## src/rtl/melody_tone_sequencer_core_defines.svh

```systemverilog
// assertion macros shared by the melody tone sequencer rtl
// expects signals named clk and rst in the scope of each use
`ifndef MELODY_TONE_SEQUENCER_CORE_DEFINES_SVH
`define MELODY_TONE_SEQUENCER_CORE_DEFINES_SVH

// same-cycle implication, checked outside reset
`define MTS_ASSERT_NOW(lbl, ante, cons, msg) \
  lbl: assert property (@(posedge clk) disable iff (rst) (ante) |-> (cons)) else $error(msg);

// next-cycle implication, checked outside reset
`define MTS_ASSERT_NEXT(lbl, ante, cons, msg) \
  lbl: assert property (@(posedge clk) disable iff (rst) (ante) |=> (cons)) else $error(msg);

`endif

```

## src/rtl/mts_pkg.sv

```systemverilog
// types, codes and tables of the melody tone sequencer
// no dependencies
`timescale 1ns / 1ps

package mts_pkg;

  localparam int unsigned DEF_SONG_DEPTH = 256;
  localparam int unsigned DEF_XTAL_HZ    = 11030000;

  localparam int unsigned NOTE_COUNT = 22;
  localparam int unsigned FREQ_W     = 11;
  localparam int unsigned LEN_W      = 17;

  localparam logic       CMD_TICK  = 1'b0;
  localparam logic       CMD_WRITE = 1'b1;
  localparam logic [7:0] REST_CODE = 8'd22;
  localparam logic [7:0] END_CODE  = 8'hFF;
  localparam logic [4:0] REST_INDEX = 5'd21;

  localparam logic [15:0] RESET_RELOAD = 16'hFF00;

  // note frequencies in hz, middle octave, high octave, low octave, then rest
  localparam logic [FREQ_W-1:0] TONE_FREQ [NOTE_COUNT] = '{
    11'd523,  11'd587,  11'd659,  11'd698,  11'd784,  11'd880,  11'd988,
    11'd1047, 11'd1175, 11'd1319, 11'd1397, 11'd1568, 11'd1760, 11'd1976,
    11'd262,  11'd294,  11'd330,  11'd349,  11'd392,  11'd440,  11'd494,
    11'd300
  };

  typedef struct packed {
    logic        en;
    logic [7:0]  addr;
    logic [15:0] data;
  } wr_req_t;

  typedef struct packed {
    logic       buzzer;
    logic [4:0] note_index;
    logic [7:0] position;
    logic       song_end;
  } result_t;

endpackage

```

## src/rtl/mts_in_if.sv

```systemverilog
// request channel of the melody tone sequencer: ticks and song writes
// no dependencies
`timescale 1ns / 1ps

interface mts_in_if;
  logic       valid;
  logic       ready;
  logic       cmd;
  logic [7:0] entry_addr;
  logic [7:0] entry_pitch;
  logic [7:0] entry_beat;

  modport source (output valid, cmd, entry_addr, entry_pitch, entry_beat, input ready);
  modport sink   (input valid, cmd, entry_addr, entry_pitch, entry_beat, output ready);
endinterface

```

## src/rtl/mts_out_if.sv

```systemverilog
// result channel of the melody tone sequencer
// no dependencies
`timescale 1ns / 1ps

interface mts_out_if;
  logic       valid;
  logic       ready;
  logic       buzzer;
  logic [4:0] note_index;
  logic [7:0] position;
  logic       song_end;

  modport source (output valid, buzzer, note_index, position, song_end, input ready);
  modport sink   (input valid, buzzer, note_index, position, song_end, output ready);
endinterface

```

## src/rtl/mts_song_mem.sv

```systemverilog
// song memory: one write port, one registered read port with write forwarding
// depends on mts_pkg
`timescale 1ns / 1ps

module mts_song_mem #(
  parameter int unsigned SONG_DEPTH = mts_pkg::DEF_SONG_DEPTH,
  parameter int unsigned ADDR_W     = $clog2(SONG_DEPTH)
) (
  input  logic                clk,
  input  mts_pkg::wr_req_t    wr,
  input  logic [ADDR_W-1:0]   rd_addr,
  output logic [15:0]         rd_data
);

  localparam int unsigned WIDE_W = (ADDR_W > 8) ? ADDR_W : 8;

  logic [15:0]       mem [SONG_DEPTH];
  logic [WIDE_W-1:0] wr_wide;
  logic [ADDR_W-1:0] wr_addr;

  assign wr_wide = WIDE_W'(wr.addr);
  assign wr_addr = wr_wide[ADDR_W-1:0];

  always_ff @(posedge clk) begin
    if (wr.en) begin
      mem[wr_addr] <= wr.data;
    end
  end

  // read data always shows the entry as it stands after this cycle's write
  always_ff @(posedge clk) begin
    if (wr.en && (wr_addr == rd_addr)) begin
      rd_data <= wr.data;
    end else begin
      rd_data <= mem[rd_addr];
    end
  end

endmodule

```

## src/rtl/mts_tone_seq.sv

```systemverilog
// tone counter, buzzer and note sequencer state with next-state logic
// depends on mts_pkg and melody_tone_sequencer_core_defines.svh
`timescale 1ns / 1ps

`include "melody_tone_sequencer_core_defines.svh"

module mts_tone_seq #(
  parameter int unsigned SONG_DEPTH = mts_pkg::DEF_SONG_DEPTH,
  parameter int unsigned XTAL_HZ    = mts_pkg::DEF_XTAL_HZ,
  parameter int unsigned ADDR_W     = $clog2(SONG_DEPTH)
) (
  input  logic              clk,
  input  logic              rst,
  input  logic              tick,
  input  logic              play,
  input  logic [15:0]       entry,
  output logic [ADDR_W-1:0] rd_addr,
  output mts_pkg::result_t  res_next
);

  localparam int unsigned TICK_BASE = XTAL_HZ / 24;
  localparam int unsigned POS_W     = (ADDR_W > 8) ? ADDR_W : 8;
  localparam int unsigned LEN_W     = mts_pkg::LEN_W;
  localparam int unsigned PROD_W    = 8 + mts_pkg::FREQ_W;

  localparam logic [15:0] RELOAD_TAB [mts_pkg::NOTE_COUNT] = '{
    16'(32'd65536 - TICK_BASE / mts_pkg::TONE_FREQ[0]),
    16'(32'd65536 - TICK_BASE / mts_pkg::TONE_FREQ[1]),
    16'(32'd65536 - TICK_BASE / mts_pkg::TONE_FREQ[2]),
    16'(32'd65536 - TICK_BASE / mts_pkg::TONE_FREQ[3]),
    16'(32'd65536 - TICK_BASE / mts_pkg::TONE_FREQ[4]),
    16'(32'd65536 - TICK_BASE / mts_pkg::TONE_FREQ[5]),
    16'(32'd65536 - TICK_BASE / mts_pkg::TONE_FREQ[6]),
    16'(32'd65536 - TICK_BASE / mts_pkg::TONE_FREQ[7]),
    16'(32'd65536 - TICK_BASE / mts_pkg::TONE_FREQ[8]),
    16'(32'd65536 - TICK_BASE / mts_pkg::TONE_FREQ[9]),
    16'(32'd65536 - TICK_BASE / mts_pkg::TONE_FREQ[10]),
    16'(32'd65536 - TICK_BASE / mts_pkg::TONE_FREQ[11]),
    16'(32'd65536 - TICK_BASE / mts_pkg::TONE_FREQ[12]),
    16'(32'd65536 - TICK_BASE / mts_pkg::TONE_FREQ[13]),
    16'(32'd65536 - TICK_BASE / mts_pkg::TONE_FREQ[14]),
    16'(32'd65536 - TICK_BASE / mts_pkg::TONE_FREQ[15]),
    16'(32'd65536 - TICK_BASE / mts_pkg::TONE_FREQ[16]),
    16'(32'd65536 - TICK_BASE / mts_pkg::TONE_FREQ[17]),
    16'(32'd65536 - TICK_BASE / mts_pkg::TONE_FREQ[18]),
    16'(32'd65536 - TICK_BASE / mts_pkg::TONE_FREQ[19]),
    16'(32'd65536 - TICK_BASE / mts_pkg::TONE_FREQ[20]),
    16'(32'd65536 - TICK_BASE / mts_pkg::TONE_FREQ[21])
  };

  logic [15:0]       reload,   reload_next;
  logic [15:0]       cnt,      cnt_next;
  logic              buzzer,   buzzer_next;
  logic              sound_on, sound_on_next;
  logic [ADDR_W-1:0] pos,      pos_next;
  logic [LEN_W-1:0]  elapsed,  elapsed_next;
  logic [LEN_W-1:0]  note_len, note_len_next;
  logic [LEN_W-1:0]  sound_len, sound_len_next;
  logic [4:0]        cur_note, cur_note_next;

  logic              ovf;
  logic              ended;
  logic [7:0]        pitch;
  logic [7:0]        beat;
  logic [4:0]        idx;
  logic [PROD_W-1:0] prod;
  logic [LEN_W-1:0]  len_new;
  logic [LEN_W-1:0]  elapsed_inc;
  logic [POS_W-1:0]  pos_wide;

  assign pitch       = entry[15:8];
  assign beat        = entry[7:0];
  assign ovf         = (cnt == 16'hFFFF);
  assign elapsed_inc = elapsed + LEN_W'(1);

  always_comb begin
    if (pitch inside {[8'd1:mts_pkg::REST_CODE]}) begin
      idx = 5'(pitch - 8'd1);
    end else begin
      idx = mts_pkg::REST_INDEX;
    end
  end

  assign prod    = PROD_W'(beat) * PROD_W'(mts_pkg::TONE_FREQ[idx]);
  assign len_new = prod[PROD_W-1:2];

  always_comb begin
    reload_next    = reload;
    cnt_next       = cnt;
    buzzer_next    = buzzer;
    sound_on_next  = sound_on;
    pos_next       = pos;
    elapsed_next   = elapsed;
    note_len_next  = note_len;
    sound_len_next = sound_len;
    cur_note_next  = cur_note;
    ended          = 1'b0;
    if (tick && !play) begin
      buzzer_next = 1'b1;
    end else if (tick) begin
      cnt_next = cnt + 16'd1;
      if (ovf) begin
        cnt_next    = reload;
        buzzer_next = sound_on ? ~buzzer : 1'b1;
        if (elapsed == '0) begin
          if (pitch == mts_pkg::END_CODE) begin
            pos_next       = '0;
            note_len_next  = '0;
            sound_len_next = '0;
            ended          = 1'b1;
          end else begin
            cur_note_next  = idx;
            reload_next    = RELOAD_TAB[idx];
            note_len_next  = len_new;
            sound_len_next = len_new - (len_new >> 2);
            sound_on_next  = (idx != mts_pkg::REST_INDEX);
            elapsed_next   = LEN_W'(1);
          end
        end else if (elapsed >= note_len) begin
          elapsed_next = '0;
          pos_next     = (pos == ADDR_W'(SONG_DEPTH - 1)) ? '0 : pos + ADDR_W'(1);
        end else begin
          elapsed_next = elapsed_inc;
          if (elapsed_inc == sound_len) begin
            sound_on_next = 1'b0;
          end
        end
      end
    end
  end

  always_ff @(posedge clk) begin
    if (rst) begin
      reload    <= mts_pkg::RESET_RELOAD;
      cnt       <= mts_pkg::RESET_RELOAD;
      buzzer    <= 1'b1;
      sound_on  <= 1'b0;
      pos       <= '0;
      elapsed   <= '0;
      note_len  <= '0;
      sound_len <= '0;
      cur_note  <= '0;
    end else begin
      reload    <= reload_next;
      cnt       <= cnt_next;
      buzzer    <= buzzer_next;
      sound_on  <= sound_on_next;
      pos       <= pos_next;
      elapsed   <= elapsed_next;
      note_len  <= note_len_next;
      sound_len <= sound_len_next;
      cur_note  <= cur_note_next;
    end
  end

  // prefetch the entry that the next tick may start
  assign rd_addr = rst ? '0 : pos_next;

  assign pos_wide            = POS_W'(pos_next);
  assign res_next.buzzer     = buzzer_next;
  assign res_next.note_index = cur_note_next;
  assign res_next.position   = pos_wide[7:0];
  assign res_next.song_end   = ended;

  `MTS_ASSERT_NEXT(a_end_wraps, ended, pos == '0, "end marker did not wrap position")
  `MTS_ASSERT_NEXT(a_hold_buzzer_high, tick && !play, buzzer && $stable(cnt), "paused tick moved counter or buzzer low")
  `MTS_ASSERT_NOW(a_rest_silent, sound_on, cur_note != mts_pkg::REST_INDEX, "sound on during a rest")
  `MTS_ASSERT_NEXT(a_idle_holds, !tick, $stable(cnt) && $stable(elapsed) && $stable(pos), "state moved without a tick")

endmodule

```

## src/rtl/melody_tone_sequencer_core.sv

```systemverilog
// top level of the melody tone sequencer: channels, play register, result register
// depends on mts_pkg, mts_in_if, mts_out_if, mts_song_mem, mts_tone_seq
`timescale 1ns / 1ps

// Melody player. Each request on in_ch is either one base clock tick (cmd 0) or a
// write of one song entry (cmd 1: pitch in the high byte, beat in quarter beats in
// the low byte). While play is 1, every tick advances a 16-bit tone counter; on its
// overflow the counter reloads from the current note's value, the buzzer toggles
// (or goes high when the sound is off) and the note sequencer steps: it starts a
// new entry, counts overflows up to beat * freq / 4, cuts the sound at three
// quarters of that, and moves on. Pitch 1..21 are notes, 22 and unknown codes are
// rests, 255 wraps the song to entry 0 and raises song_end on that result. With
// play 0 ticks hold everything and drive the buzzer high. Every request produces
// exactly one result on out_ch. One request is taken per clock cycle unless out_ch
// stalls; its result appears in the output register on the next cycle. The rate is
// set by the single pass through the counter compare, the prefetched song memory
// read and the beat-by-frequency multiplier. The song memory has no clearing pass
// after reset: entries must be written before the song reaches them. play is
// written through cfg_we / cfg_wdata while the block is idle, a rule left to the user.
module melody_tone_sequencer_core #(
  parameter int unsigned SONG_DEPTH = mts_pkg::DEF_SONG_DEPTH,
  parameter int unsigned XTAL_HZ    = mts_pkg::DEF_XTAL_HZ
) (
  input  logic      clk,
  input  logic      rst,
  mts_in_if.sink    in_ch,
  mts_out_if.source out_ch,
  input  logic      cfg_we,
  input  logic      cfg_wdata
);

  localparam int unsigned ADDR_W = $clog2(SONG_DEPTH);

  logic                play;
  logic                in_ready;
  logic                accept;
  logic                tick;
  logic                out_valid;
  mts_pkg::result_t    res_next;
  mts_pkg::result_t    res;
  mts_pkg::wr_req_t    wr;
  logic [ADDR_W-1:0]   rd_addr;
  logic [15:0]         rd_data;

  // play register, to be written only while idle, a rule left to the user
  always_ff @(posedge clk) begin
    if (rst) begin
      play <= 1'b0;
    end else if (cfg_we) begin
      play <= cfg_wdata;
    end
  end

  // take a new request whenever the result register is empty or draining
  assign in_ready    = !rst && (!out_valid || out_ch.ready);
  assign in_ch.ready = in_ready;
  assign accept      = in_ch.valid && in_ready;
  assign tick        = accept && (in_ch.cmd == mts_pkg::CMD_TICK);

  // song writes beyond the memory are dropped
  assign wr.en   = accept && (in_ch.cmd == mts_pkg::CMD_WRITE) &&
                   (32'(in_ch.entry_addr) < 32'(SONG_DEPTH));
  assign wr.addr = in_ch.entry_addr;
  assign wr.data = {in_ch.entry_pitch, in_ch.entry_beat};

  mts_song_mem #(
    .SONG_DEPTH (SONG_DEPTH),
    .ADDR_W     (ADDR_W)
  ) u_mem (
    .clk     (clk),
    .wr      (wr),
    .rd_addr (rd_addr),
    .rd_data (rd_data)
  );

  mts_tone_seq #(
    .SONG_DEPTH (SONG_DEPTH),
    .XTAL_HZ    (XTAL_HZ),
    .ADDR_W     (ADDR_W)
  ) u_seq (
    .clk      (clk),
    .rst      (rst),
    .tick     (tick),
    .play     (play),
    .entry    (rd_data),
    .rd_addr  (rd_addr),
    .res_next (res_next)
  );

  // result register: holds the state after the accepted request
  always_ff @(posedge clk) begin
    if (rst) begin
      out_valid <= 1'b0;
    end else if (accept) begin
      out_valid <= 1'b1;
    end else if (out_ch.ready) begin
      out_valid <= 1'b0;
    end
  end

  always_ff @(posedge clk) begin
    if (accept) begin
      res <= res_next;
    end
  end

  assign out_ch.valid      = out_valid;
  assign out_ch.buzzer     = res.buzzer;
  assign out_ch.note_index = res.note_index;
  assign out_ch.position   = res.position;
  assign out_ch.song_end   = res.song_end;

endmodule

```

## src/flat_wrapper.sv

```systemverilog
// flat-port wrapper written by rule: the top's interface ports become plain ports
module melody_tone_sequencer_core_flat 
#(
  parameter int unsigned SONG_DEPTH = mts_pkg::DEF_SONG_DEPTH,
  parameter int unsigned XTAL_HZ    = mts_pkg::DEF_XTAL_HZ
)
  (clk, rst, cfg_we, cfg_wdata, in_ch_valid, in_ch_cmd, in_ch_entry_addr, in_ch_entry_pitch, in_ch_entry_beat, in_ch_ready, out_ch_valid, out_ch_buzzer, out_ch_note_index, out_ch_position, out_ch_song_end, out_ch_ready);
  mts_in_if in_ch_i ();
  mts_out_if out_ch_i ();
  input  logic clk;
  input  logic rst;
  input  logic cfg_we;
  input  logic cfg_wdata;
  input wire logic [$bits(in_ch_i.valid)-1:0] in_ch_valid;
  input wire logic [$bits(in_ch_i.cmd)-1:0] in_ch_cmd;
  input wire logic [$bits(in_ch_i.entry_addr)-1:0] in_ch_entry_addr;
  input wire logic [$bits(in_ch_i.entry_pitch)-1:0] in_ch_entry_pitch;
  input wire logic [$bits(in_ch_i.entry_beat)-1:0] in_ch_entry_beat;
  output wire logic [$bits(in_ch_i.ready)-1:0] in_ch_ready;
  output wire logic [$bits(out_ch_i.valid)-1:0] out_ch_valid;
  output wire logic [$bits(out_ch_i.buzzer)-1:0] out_ch_buzzer;
  output wire logic [$bits(out_ch_i.note_index)-1:0] out_ch_note_index;
  output wire logic [$bits(out_ch_i.position)-1:0] out_ch_position;
  output wire logic [$bits(out_ch_i.song_end)-1:0] out_ch_song_end;
  input wire logic [$bits(out_ch_i.ready)-1:0] out_ch_ready;
  assign in_ch_i.valid = in_ch_valid;
  assign in_ch_i.cmd = in_ch_cmd;
  assign in_ch_i.entry_addr = in_ch_entry_addr;
  assign in_ch_i.entry_pitch = in_ch_entry_pitch;
  assign in_ch_i.entry_beat = in_ch_entry_beat;
  assign in_ch_ready = in_ch_i.ready;
  assign out_ch_valid = out_ch_i.valid;
  assign out_ch_buzzer = out_ch_i.buzzer;
  assign out_ch_note_index = out_ch_i.note_index;
  assign out_ch_position = out_ch_i.position;
  assign out_ch_song_end = out_ch_i.song_end;
  assign out_ch_i.ready = out_ch_ready;
  melody_tone_sequencer_core #(.SONG_DEPTH(SONG_DEPTH), .XTAL_HZ(XTAL_HZ)) u_core (.clk(clk), .rst(rst), .in_ch(in_ch_i), .out_ch(out_ch_i), .cfg_we(cfg_we), .cfg_wdata(cfg_wdata));
endmodule
```

## config.mk

```make
export PLATFORM = sky130hd
export DESIGN_NAME = melody_tone_sequencer_core_flat
export DESIGN_NICKNAME = d
export VERILOG_FILES = /design/src/rtl/mts_pkg.sv /design/src/rtl/mts_in_if.sv /design/src/rtl/mts_out_if.sv /design/src/rtl/mts_song_mem.sv /design/src/rtl/mts_tone_seq.sv /design/src/rtl/melody_tone_sequencer_core.sv /design/src/flat_wrapper.sv
export VERILOG_INCLUDE_DIRS = /design/src /design/src/rtl
export SDC_FILE = /design/constraint.sdc
export NUM_CORES = 2
export LEC_CHECK = 0
export BUFFER_PORTS_ARGS = -buffer_cell sky130_fd_sc_hd__clkbuf_2
export CAP_MARGIN = 25
export CORE_MARGIN = 3
export CORE_UTILIZATION = 30
export CTS_CLUSTER_DIAMETER = 30
export CTS_CLUSTER_SIZE = 28
export DETAILED_ROUTE_END_ITERATION = 10
export GPL_TIMING_DRIVEN = 1
export PLACE_DENSITY = 0.45
export SLEW_MARGIN = 40
export SYNTH_ARGS = -nofsm -noshare
export SYNTH_HDL_FRONTEND = slang
export SYNTH_SLANG_ARGS = --single-unit
```

## constraint.sdc

```tcl
create_clock -name clk -period 33.2 [get_ports clk]
set_clock_uncertainty 0.2 [all_clocks]
set_input_delay 3.32 -clock clk [delete_from_list [all_inputs] [get_ports clk]]
set_output_delay 3.32 -clock clk [all_outputs]
set_load 0.02 [all_outputs]
```

==> summary.txt <==
WP data arrival -> 15.61 ns
Clk pin slew, worst setup/hold paths -> 0.05 ns
CP dominant cell by count -> buf_4
Int Pwr -> 11.7 mW
Critical path data required time -> 33.95 ns
Total power -> 14.8 mW
1st-pass router iterations -> 5
Critical path class -> flop to flop
F_max -> 67.3 MHz
Final instance area -> 210000 um2
Rel. slew slack -> 29.7%
Worst R2R Start -> u_core.u_seq.pos[0]$_SDFF_PP0_
CTS tree -> done
Net Sw Power -> 3.10 mW
Unrepaired setup endpoints after global routing -> no
Hold WS -> 0.252 ns
CTS root buf -> clkbuf_16
GRT Overall Usage -> 18.5%
Cell variety after synth -> 100
Async SR Flop Fraction -> 0%
Final #Nets -> 9052
First-pass GRT wire length -> 743000 um
Post-synth top area share -> 73.8%
Yosys warnings -> 0
Routed wire length -> 537000 um
Post-Syn Nets -> 8110
GRT overflow -> 0
Die width -> 753 um
Initial antenna violation count -> 48
CTS sink count -> 4206
Synth Register Bits -> 4206
Max clock buf depth -> 4
Vias -> 87800
Period utilization -> 44.7%
Number of synthesized flops with an enable pin -> 4111
Final TNS setup -> 0 ns
Die H -> 753 um
Comb power frac -> 0.9%
Largest net degree at the start of global routing -> 158
Flop pwr share -> 39.6%
Syn Inst Count -> 7936
Routed vias/inst -> 5.14
Final Hold Vio Count -> 0
Worst setup SP type -> flop
Worst IR Drop VDD -> 0.0658 mV
CP startpoint -> u_core.u_seq.pos[0]$_SDFF_PP0_
First-iteration detailed-routing DRC count -> 9151
Pleak -> 66.2 nW
Std-Cell Rows -> 273
Share of cells above drive strength 1 -> 35.5%
Multi-input gate area -> 40100 um2
Final Critical Period -> 14.85 ns
Hold Buf Count CTS -> 0
Initial Util -> 30.2%
Mapped cell area -> 167000 um2
CP endpoint kind -> flop
Worst hold start -> u_core.u_seq.note_len[2]$_SDFFE_PP0P_
PwrDens -> 70.3 nW/um2
Max Slew Vio Count -> 0
Area leader, netlist -> edfxtp_1
Number of routed nets with antenna violations -> 0
Register Area -> 125000 um2
Largest cells by area after synthesis -> edfxtp_1 74%, mux4_2 15%, dfxtp_1 1.1%
Slowest-stage cell, CP -> dfxtp_4
Final setup fails -> 0
Postcts setup bufs -> 0
GPL Wtd Cong -> 0.836
Max FO, Critical Path -> 35
Clk pwr share -> 59.6%
Vias in the first global route -> 90300
Core area -> 554000 um2
Worst path max stage delay -> 0.81 ns
Outcome -> finished clean
DP Area -> 179000 um2
Area delta synth->final -> 25.5%
Residual DRC -> 0
Post-synthesis sequential area ratio -> 74.9%
CTS Buf Count -> 872
R2R cell count -> 45
Hold/Removal Path Class -> flop to flop
Synth Flop Type -> edfxtp_1
Synthesized area per cell -> 21.1 um2
Io pins -> 48
CTS HTree Levels -> 6
Layout filler cell count -> 50000
Post-CTS sizing -> 0
Die area -> 567000 um2
Latest clock arrival within the worst-skew pair -> 1.13 ns
Actual slew at the worst max-slew pin -> 1.04 ns
Max-cap check violation count -> 0
Post-detail-place hpwl -> 327000 um
Switching Fraction -> 21.0%
Hold Crit Depth -> 2
Drt wl/cell -> 31.4 um
Port Buffers -> 47
[cells in the mapped netlist (19+ instances only)]
cell and instances:
edfxtp_1 4111, mux4_2 1115, nor2_1 444, nand2_1 201, mux2i_1 189, clkbuf_1 177
a21oi_1 141, inv_1 134, buf_2 123, dfxtp_1 95, ha_1 88, nand3_1 74
o21ai_0 65, a22oi_1 57, buf_4 56, fa_1 55, o22ai_1 52, buf_6 45
nor3_1 43, xnor2_1 42, mux2_2 40, nor2b_1 37, o221ai_1 35, a211oi_1 28
buf_1 27, a31oi_1 25, and2_1 24, a22o_1 23, nand4_1 22, xor2_1 22
and3_1 21, a221oi_1 20, nand2b_1 20, a2111oi_0 19, a21o_1 19, nor4_1 19
[cells by family after synthesis]
group           count (synthesis)  share of synthesized area, %
fa+ha+maj                     143                          1.32
mux                          1344                          16.4
buf+inv                       571                          1.75
compound gates                628                          2.64
xor+xnor                       64                         0.335
flops                        4206                          74.9
simple gates                  980                          2.67
[area by class of cell]
type / instances / share of cell area (%)
inverter: 136 / 0.248
sequential: 4206 / 59.7
timing repair buffer: 503 / 2.11
antenna: 17 / 0.0202
tap: 7425 / 4.42
clock inverter: 671 / 3.80
multi-input combinational: 3159 / 19.1
clock buffer: 962 / 10.6
[metal layers]
layer  global-route usage (%)  vias up  routed length, um
met3                     3.29      816              34300
met2                     29.3     3445             252000
met1                     25.9    48100             233000
met5                        0        -                176
li1                         -    35400                  -
met4                     5.74       26              17000
[power by group through the flow]
stage               Clock (mW)  Sequential [mW]  Combinational, mW
finish                    8.80             5.84              0.131
global route              9.21             5.84              0.139
CTS                       8.93             5.84              0.130
detailed placement           0             5.94              0.130
global placement             0             5.94              0.120
floorplan                    0             5.94            0.00859
[worst paths after layout]
| path | to | slack (ns) |
|---|---|---|
| worst max-delay path | u_core.u_seq.sound_len[16]$_SDFFE_PP0P_ | 18.35 |
| worst min-delay path | u_core.u_seq.note_len[2]$_SDFFE_PP0P_ | 0.25 |
| worst max register to register | u_core.u_seq.sound_len[16]$_SDFFE_PP0P_ | 18.35 |
| worst min register to register | u_core.u_seq.note_len[2]$_SDFFE_PP0P_ | 0.25 |
[placed cells by master (no fill, tap or decap), types with 22 or more instances in the layout]
master      Yosys  routed
bufinv_16       0     120
mux2_2         40      40
clkbuf_2        0      31
nor2b_1        37      31
buf_6          45      23
fa_1           55      55
clkinv_1        2     112
a31oi_1        25      24
edfxtp_1     4111    4111
o22ai_1        52      52
mux4_2       1115    1115
dfxtp_1        95      87
mux2i_1       189     187
inv_6           0      68
nor3_1         43      38
ha_1           88      88
o221ai_1       35      35
buf_4          56     397
nor2_4          0      32
clkinv_16       0      25
nand4_1        22      22
nand2_1       201     185
nor2_2          1     157
clkinvlp_4      0     115
clkinv_2        0     137
clkbuf_1      177      78
nand3_1        74      65
a22oi_1        57      57
o21ai_0        65      63
and2_1         24      24
a21oi_1       141     138
clkinv_4        0      67
nor2_1        444     256
a211oi_1       28      28
a22o_1         23      23
clkbuf_16       0     878
xnor2_1        42      41
inv_1         134     131
[registers in the layout (all words and copies together), names as in the netlist]
| name | flops |
|---|---|
| u_core.u_seq.note_len | 17 |
| u_core.out_ch.valid | 1 |
| u_core.u_seq.pos | 8 |
| u_core.u_seq.buzzer | 1 |
| u_core.out_ch.position | 8 |
| u_core.play | 1 |
| u_core.u_seq.sound_on | 1 |
| u_core.u_mem.mem | 4096 |
| u_core.u_seq.cnt | 16 |
| u_core.out_ch.song_end | 1 |
| u_core.u_seq.cur_note | 5 |
| u_core.out_ch.buzzer | 1 |
| u_core.out_ch.note_index | 5 |
| u_core.u_seq.elapsed | 17 |
| u_core.u_seq.reload | 11 |
| u_core.u_seq.sound_len | 17 |
[critical path: cells and delay by family (launching register included)]
family                   cells  cell delay [ns]
XOR/XNOR                     1             0.15
buffers and inverters        9             3.51
multiplexers                 2             0.72
flip-flops                   1             0.81
adder cells (fa/ha/maj)      8             3.27
AO/OA/AOI/OAI               15             4.20
AND/OR/NAND/NOR             10             1.65
[through the flow]
stage / util, % / std cells / worst slack (ns)
floorplan: - / 7936 / 22.63
global placement: 32.2 / 15400 / 17.99
detailed placement: 32.4 / 15400 / 18.26
CTS: 37.8 / 17100 / 18.21
global route: 37.9 / 17100 / 17.18
finish: 37.9 / 17100 / 18.35
Power figures use the tool's default switching activity.
